## config.mk

```make
export PLATFORM = sky130hd
export DESIGN_NAME = section_to_ts_packetizer
export DESIGN_NICKNAME = d
export VERILOG_FILES = /design/src/design/stp_pkg.sv /design/src/design/stp_pack.sv /design/src/design/section_to_ts_packetizer.sv
export SDC_FILE = /design/constraint.sdc
export NUM_CORES = 1
export LEC_CHECK = 0
export BUFFER_PORTS_ARGS = -buffer_cell sky130_fd_sc_hd__buf_2
export CORE_MARGIN = 1.5
export CORE_UTILIZATION = 50
export DETAILED_ROUTE_END_ITERATION = 8
export HOLD_SLACK_MARGIN = 0.03
export PLACE_DENSITY = 0.72
export SLEW_MARGIN = 0
export SYNTH_ARGS = -nofsm -noshare
export SYNTH_HDL_FRONTEND = slang
export SYNTH_SLANG_ARGS = --single-unit
```

## constraint.sdc

```tcl
create_clock -name clk -period 4.7 [get_ports clk]
set_input_delay 1.175 -clock clk [delete_from_list [all_inputs] [get_ports clk]]
set_output_delay 1.175 -clock clk [all_outputs]
set_load 0.02 [all_outputs]
```

## src/design/stp_pkg.sv

```systemverilog
`timescale 1ns / 1ps
`default_nettype none

package stp_pkg;

  localparam int PID_W = 13;
  localparam int PACKET_BYTES = 188;

  localparam logic [7:0] SYNC_BYTE   = 8'h47;
  localparam logic [7:0] PUSI_FLAG   = 8'h40;
  localparam logic [3:0] CTRL_PAYLOAD = 4'h1;
  localparam logic [7:0] STUFF_BYTE  = 8'hFF;
  localparam logic [7:0] POINTER_FIELD = 8'h00;

  // configuration register indexes
  localparam logic REG_INFO_PID = 1'b0;
  localparam logic REG_DATA_PID = 1'b1;

  typedef struct packed {
    logic [7:0] data;
    logic       last;
    logic       sel;
  } sect_item_t;

  typedef struct packed {
    logic [31:0] word;
    logic        packet_end;
    logic        run_last;
  } ts_result_t;

endpackage

`default_nettype wire

```

## src/design/stp_pack.sv

```systemverilog
`timescale 1ns / 1ps
`default_nettype none

module stp_pack import stp_pkg::*; (
  input  wire logic             clk,
  input  wire logic             rst,
  input  wire logic [PID_W-1:0] info_pid,
  input  wire logic [PID_W-1:0] data_pid,
  input  wire logic             item_valid,
  input  wire sect_item_t       item,
  output logic                  item_take,
  output logic                  res_valid,
  input  wire logic             res_stall,
  output ts_result_t            res
);

  localparam logic [7:0] PKT_LEN = 8'(PACKET_BYTES);

  logic [3:0]  info_cc, info_cc_next;
  logic [3:0]  data_cc, data_cc_next;
  logic [7:0]  pos, pos_next;
  logic        in_section, in_section_next;
  logic        latched_stream, latched_stream_next;
  logic [23:0] buffer, buffer_next;
  logic        stuffing, stuffing_next;

  logic             adv;
  logic             stream;
  logic             first;
  logic             open_pkt;
  logic [PID_W-1:0] pid;
  logic [3:0]       cc;
  logic [31:0]      byte_word;
  logic [7:0]       pos_inc;
  logic             byte_closes;
  logic             item_emit;
  ts_result_t       item_res;
  logic             stuff_go;
  logic [7:0]       stuff_pos;
  logic             stuff_closes;
  ts_result_t       stuff_res;
  logic             load;

  assign adv = !res_valid || !res_stall;

  always_comb begin
    stream   = in_section ? latched_stream : item.sel;
    first    = !in_section;
    open_pkt = first || (pos == 8'd0);
    pid      = stream ? data_pid : info_pid;
    cc       = stream ? data_cc : info_cc;

    byte_word   = {buffer, item.data};
    pos_inc     = pos + 8'd1;
    byte_closes = !open_pkt && (pos_inc == PKT_LEN);

    // a header always fills exactly one word; a plain byte may close one
    item_emit = open_pkt || (pos[1:0] == 2'd3);

    item_res.word = open_pkt
      ? {SYNC_BYTE, (first ? PUSI_FLAG : 8'h00) | {3'b000, pid[12:8]}, pid[7:0],
         CTRL_PAYLOAD, cc}
      : byte_word;
    item_res.packet_end = byte_closes;
    item_res.run_last   = !item.last || byte_closes;

    item_take = item_valid && !stuffing && (!item_emit || adv);
    stuff_go  = stuffing && adv;

    // stuffing pads the partial word up to the next word boundary
    stuff_pos    = {pos[7:2], 2'b00} + 8'd4;
    stuff_closes = (stuff_pos == PKT_LEN);
    case (pos[1:0])
      2'd0:    stuff_res.word = {4{STUFF_BYTE}};
      2'd1:    stuff_res.word = {buffer[7:0], {3{STUFF_BYTE}}};
      2'd2:    stuff_res.word = {buffer[15:0], {2{STUFF_BYTE}}};
      default: stuff_res.word = {buffer[23:0], STUFF_BYTE};
    endcase
    stuff_res.packet_end = stuff_closes;
    stuff_res.run_last   = stuff_closes;

    load = (item_take && item_emit) || stuff_go;

    info_cc_next        = info_cc;
    data_cc_next        = data_cc;
    pos_next            = pos;
    in_section_next     = in_section;
    latched_stream_next = latched_stream;
    buffer_next         = buffer;
    stuffing_next       = stuffing;

    if (item_take) begin
      if (open_pkt) begin
        if (stream) begin
          data_cc_next = data_cc + 4'd1;
        end else begin
          info_cc_next = info_cc + 4'd1;
        end
        if (first) begin
          buffer_next = {8'h00, POINTER_FIELD, item.data};
          pos_next    = 8'd6;
        end else begin
          buffer_next = {16'h0000, item.data};
          pos_next    = 8'd5;
        end
      end else begin
        buffer_next = (pos[1:0] == 2'd3) ? 24'h000000 : byte_word[23:0];
        pos_next    = byte_closes ? 8'd0 : pos_inc;
      end
      latched_stream_next = stream;
      in_section_next     = !item.last;
      stuffing_next       = item.last && !byte_closes;
    end else if (stuff_go) begin
      buffer_next   = 24'h000000;
      pos_next      = stuff_closes ? 8'd0 : stuff_pos;
      stuffing_next = !stuff_closes;
    end
  end

  always_ff @(posedge clk) begin
    if (rst) begin
      info_cc        <= 4'd0;
      data_cc        <= 4'd0;
      pos            <= 8'd0;
      in_section     <= 1'b0;
      latched_stream <= 1'b0;
      buffer         <= 24'h000000;
      stuffing       <= 1'b0;
    end else begin
      info_cc        <= info_cc_next;
      data_cc        <= data_cc_next;
      pos            <= pos_next;
      in_section     <= in_section_next;
      latched_stream <= latched_stream_next;
      buffer         <= buffer_next;
      stuffing       <= stuffing_next;
    end
  end

  always_ff @(posedge clk) begin
    if (rst) begin
      res_valid <= 1'b0;
    end else if (load) begin
      res_valid <= 1'b1;
    end else if (!res_stall) begin
      res_valid <= 1'b0;
    end
  end

  always_ff @(posedge clk) begin
    if (load) begin
      res <= stuffing ? stuff_res : item_res;
    end
  end

endmodule

`default_nettype wire

```

## src/design/section_to_ts_packetizer.sv

```systemverilog
`timescale 1ns / 1ps
`default_nettype none

// Channel   Handshake            Payload
// in        in_valid / in_stall  section_byte, section_last, stream_select
// out       out_valid / out_stall ts_word, packet_end, run_last
// cfg       cfg_write_en         cfg_index, cfg_data
//
// One item per cycle while the output drains; each item yields at most one
// word, except that a section's last byte is followed by 0 to 46 stuffing
// words, one per cycle, during which new items wait in the input register.
// One input register and one result register; the input register takes an
// item while a result waits. Reset clears all control and counters.

module section_to_ts_packetizer import stp_pkg::*; (
  input  wire logic             clk,
  input  wire logic             rst,
  input  wire logic             in_valid,
  output logic                  in_stall,
  input  wire logic [7:0]       section_byte,
  input  wire logic             section_last,
  input  wire logic             stream_select,
  output logic                  out_valid,
  input  wire logic             out_stall,
  output logic [31:0]           ts_word,
  output logic                  packet_end,
  output logic                  run_last,
  input  wire logic             cfg_write_en,
  input  wire logic             cfg_index,
  input  wire logic [PID_W-1:0] cfg_data
);

  logic [PID_W-1:0] info_pid;
  logic [PID_W-1:0] data_pid;
  logic             in_full;
  sect_item_t       in_item;
  logic             item_take;
  ts_result_t       res;

  always_ff @(posedge clk) begin
    if (rst) begin
      info_pid <= '0;
      data_pid <= '0;
    end else if (cfg_write_en) begin
      unique case (cfg_index)
        REG_INFO_PID: info_pid <= cfg_data;
        REG_DATA_PID: data_pid <= cfg_data;
        default:      info_pid <= info_pid;
      endcase
    end
  end

  assign in_stall = in_full && !item_take;

  always_ff @(posedge clk) begin
    if (rst) begin
      in_full <= 1'b0;
    end else if (in_valid && !in_stall) begin
      in_full <= 1'b1;
    end else if (item_take) begin
      in_full <= 1'b0;
    end
  end

  always_ff @(posedge clk) begin
    if (in_valid && !in_stall) begin
      in_item <= '{data: section_byte, last: section_last, sel: stream_select};
    end
  end

  stp_pack u_pack (
    .clk       (clk),
    .rst       (rst),
    .info_pid  (info_pid),
    .data_pid  (data_pid),
    .item_valid(in_full),
    .item      (in_item),
    .item_take (item_take),
    .res_valid (out_valid),
    .res_stall (out_stall),
    .res       (res)
  );

  assign ts_word    = res.word;
  assign packet_end = res.packet_end;
  assign run_last   = res.run_last;

endmodule

`default_nettype wire

```

==> key figures <==
Timing
  • Total negative slack: 0 ns
  • Final number of hold-violating endpoints: 0
  • Hold_ws: roughly 0.45 ns
  • Worst rel slew slack: 0.3607
  • Slew of the pin with the lowest slew margin: 0.9567 ns
  • Final Cycle Share: 0.8050
  • Final setup violation count: 0
  • Fmax: 0.2643 GHz
  • Final Max Tran Viols: 0
  • Worst Setup Slack, final: approximately 0.92 ns
  • Min cycle time layout: between 3 and 4 ns
  • Clock Skew: 0.008967 ns
  • RSZ-0062 raised after global routing: false

Detailed routing
  • Number of DRC markers in iteration 0: ~340
  • Wire per inst: 16.08 microns
  • Vias: ~4400
  • Drt pass-1 iters: 5
  • Total Wirelength: 12.38 mm
  • Vias/cell: approximately 5.7
  • DR DRC count: 0
  • Number of nets with antenna violations after routing: 0

Logic synthesis
  • FF+latch count, synth: around 120
  • Ys async rst share: 0
  • Post-synthesis sequential area ratio: 0.5262
  • Primary FF master, synth: dfxtp_1
  • Synth Instances: roughly 570
  • Syn nets: between 600 and 700
  • Avg Inst Size Synth: ~9 sq um
  • Number of synthesized flops with an enable pin: 44
  • Synth cell types: 55
  • Synthesized area: approximately 5200 sq um
  • Synth warn: 0

Finish
  • Reg area: between 2000 and 3000 sq um
  • Commonest non-fill, non-tap cell in the layout: nand2_1
  • Area of the multi-input gates: roughly 2300 sq um
  • Final #Nets: between 600 and 700
  • Post-route insts no fill: 770
  • Fillers: roughly 900
  • Layout cells sized above 1: 0.1767
  • Synth-to-layout area growth: 17.67%
  • ANT cells: 0
  • Most frequent cells in the layout: nand2_1, dfxtp_1, buf_2, nor2_1, edfxtp_1

Critical path
  • Crit start category: input pin
  • Worst path cell trace: buf_2 > and2_1 > nor3_2 > or2_1 > nor2_1 > buf_2
  • RR Startpoint: u_pack.pos[0]
  • Slowest CP cell: nor3_2
  • Critical Path Max Stage Delay: approximately 0.48 ns
  • Crit. End Element: output port
  • Worst-path fanout max: 8
  • Critical path origin: out_stall
  • CP arrival: 2.61 ns
  • Crit path kind: in2out
  • Data required time of the worst path: 3.52 ns
  • Crit path top cell by count: buf_2

Power
  • Net switching power: roughly 0.76 mW
  • Sequential Power Share: 0.430
  • P_leak: about 2.4 nW
  • Cell-internal power: 1.951 mW
  • Clk network pwr share: 0.437
  • Total design power: around 2.7 mW
  • Logic pwr share: 0.133
  • Maximum vdd drop: 0.2894 mV
  • Pwr/cell area: 442.4 nW/um^2
  • Sw Share: 0.2809

Floorplan
  • Die width: between 100 and 150 microns
  • Die Span Y: about 110 microns
  • Die area: roughly 11000 sq um
  • Initial Utilization: 0.5095
  • Core Area: about 10000 sq um
  • Ports: between 60 and 70
  • Rows: 37

Clock network
  • Hold_buf cts: 0
  • Clk sinks: 115
  • Skew-Pair Late Insertion Delay: between 0.5 and 0.6 ns
  • CTS H-tree depth: 4
  • Worst-case clock buffer depth: 2
  • CTS tree: yes
  • Total clock buffers created by CTS: 17
  • Cts repair resizes: 0
  • CTS root buf: clkbuf_8
  • Post-CTS Setup Inserts: 0
  • Clock transition at path regs: approximately 0.060 ns

Job
  • Max Cap Viol: 0

Outcome
  • Status: complete, no violations

Placed design
  • PortBufs: 64
  • Placed wire-length estimate: ~8.2 mm
  • Post-Place Setup Slack: roughly 0.96 ns
  • Dpl cells: 738
  • RePlAce Congestion: 0.9189

Worst hold path
  • Hold_sp: data_pid[10]
  • Hold Path Class: reg2reg

GRT
  • Initial antenna violation count: 0
  • Vias in the first global route: ~4000
  • Global-route wire length before repair: 20.14 mm
  • Remaining Overflow, GRT: 0
  • Pin count of the biggest net entering global routing: 71
  • GRT Util Overall: 0.2319
[cell type report]
class / count / share of cell area
flip-flops and latches: 115 / 0.4472
multi-input cells: 410 / 0.3719
clock inverters: 12 / 0.01448
repair buffers: 68 / 0.05712
inverters: 9 / 0.005508
clock buffers: 20 / 0.07609
well taps: 136 / 0.02774
[through the flow]
step	util	area, sq um
after floorplan	-	5213
after global placement	0.5452	5578
after detailed placement	0.5452	5578
after CTS	0.5995	6133
after global routing	0.5995	6133
final	0.5995	6133
[synthesized netlist by cell type, drive strengths merged (3+ instances only)]
library cell  instances  area share
nand4                 5      0.0060
o21a                  3      0.0043
a221oi                7       0.012
or3                   5      0.0060
o211ai                5      0.0091
ha                   10       0.024
xor2                  6       0.010
a22oi                30       0.043
edfxtp               44        0.25
and2                 11       0.013
nand3                10      0.0096
inv                   9      0.0065
nand2               129       0.093
buf                  14       0.014
nor3                  3      0.0038
a31oi                10       0.012
mux2i                 3      0.0058
nor2b                 5      0.0060
or2                   4      0.0048
a21oi                39       0.037
a211oi                5      0.0096
a221o                 5      0.0096
dfxtp                71        0.27
o21ai                24       0.023
clkbuf               24       0.017
nor2                 63       0.045
nand2b                3      0.0036
[state kept, by name, indices dropped and copies added, names as in the netlist]
signal	cells
u_pack.in_section	1
u_pack.res_valid	1
u_pack.latched_stream	1
u_pack.stuffing	1
in_item	10
u_pack.buffer	24
data_pid	13
u_pack.info_cc	4
in_full	1
info_pid	13
u_pack.pos	8
u_pack.data_cc	4
u_pack.res	34
[final timing paths]
check	slack, ns	endpoint	depth (start not counted)
setup / recovery	0.92	in_stall	6
hold / removal	0.45	data_pid[10]	2
setup reg to reg	1.73	u_pack.res[1]	6
hold reg to reg	0.45	data_pid[10]	2
[kinds of logic (layout without fill, tap and decap cells)]
family / after synthesis / in the layout / share of synthesized area
AND/OR/NAND/NOR: 243 / 243 / 0.2007
AO/OA/AOI/OAI: 145 / 145 / 0.1901
flip-flops: 115 / 115 / 0.5262
buffers and inverters: 47 / 109 / 0.03769
adder cells (fa/ha/maj): 10 / 10 / 0.02400
XOR/XNOR: 8 / 8 / 0.01344
multiplexers: 4 / 4 / 0.007921
[power by group through the flow]
stage                     registers, mW  clock network (mW)  logic [mW]
after floorplan                    1.23                   0       0.204
after global placement             1.18                   0       0.352
after detailed placement           1.19                   0       0.357
after CTS                          1.17                1.20       0.359
after global routing               1.17                1.24       0.393
final                              1.17                1.19       0.360
[per-layer routing]
metal	vias to the layer above	GRT usage	part of all wire
li1	2125	-	-
met1	2094	0.3120	0.44
met2	182	0.3618	0.47
met3	19	0.05115	0.067
met4	0	0.09589	0.016
met5	-	0	0
[worst max-delay path: cells and delay by family]
family	cells	cell delay, ns
simple gates	4	1.15
buf+inv	2	0.27
Note: power is estimated with default switching activity, not from simulation.
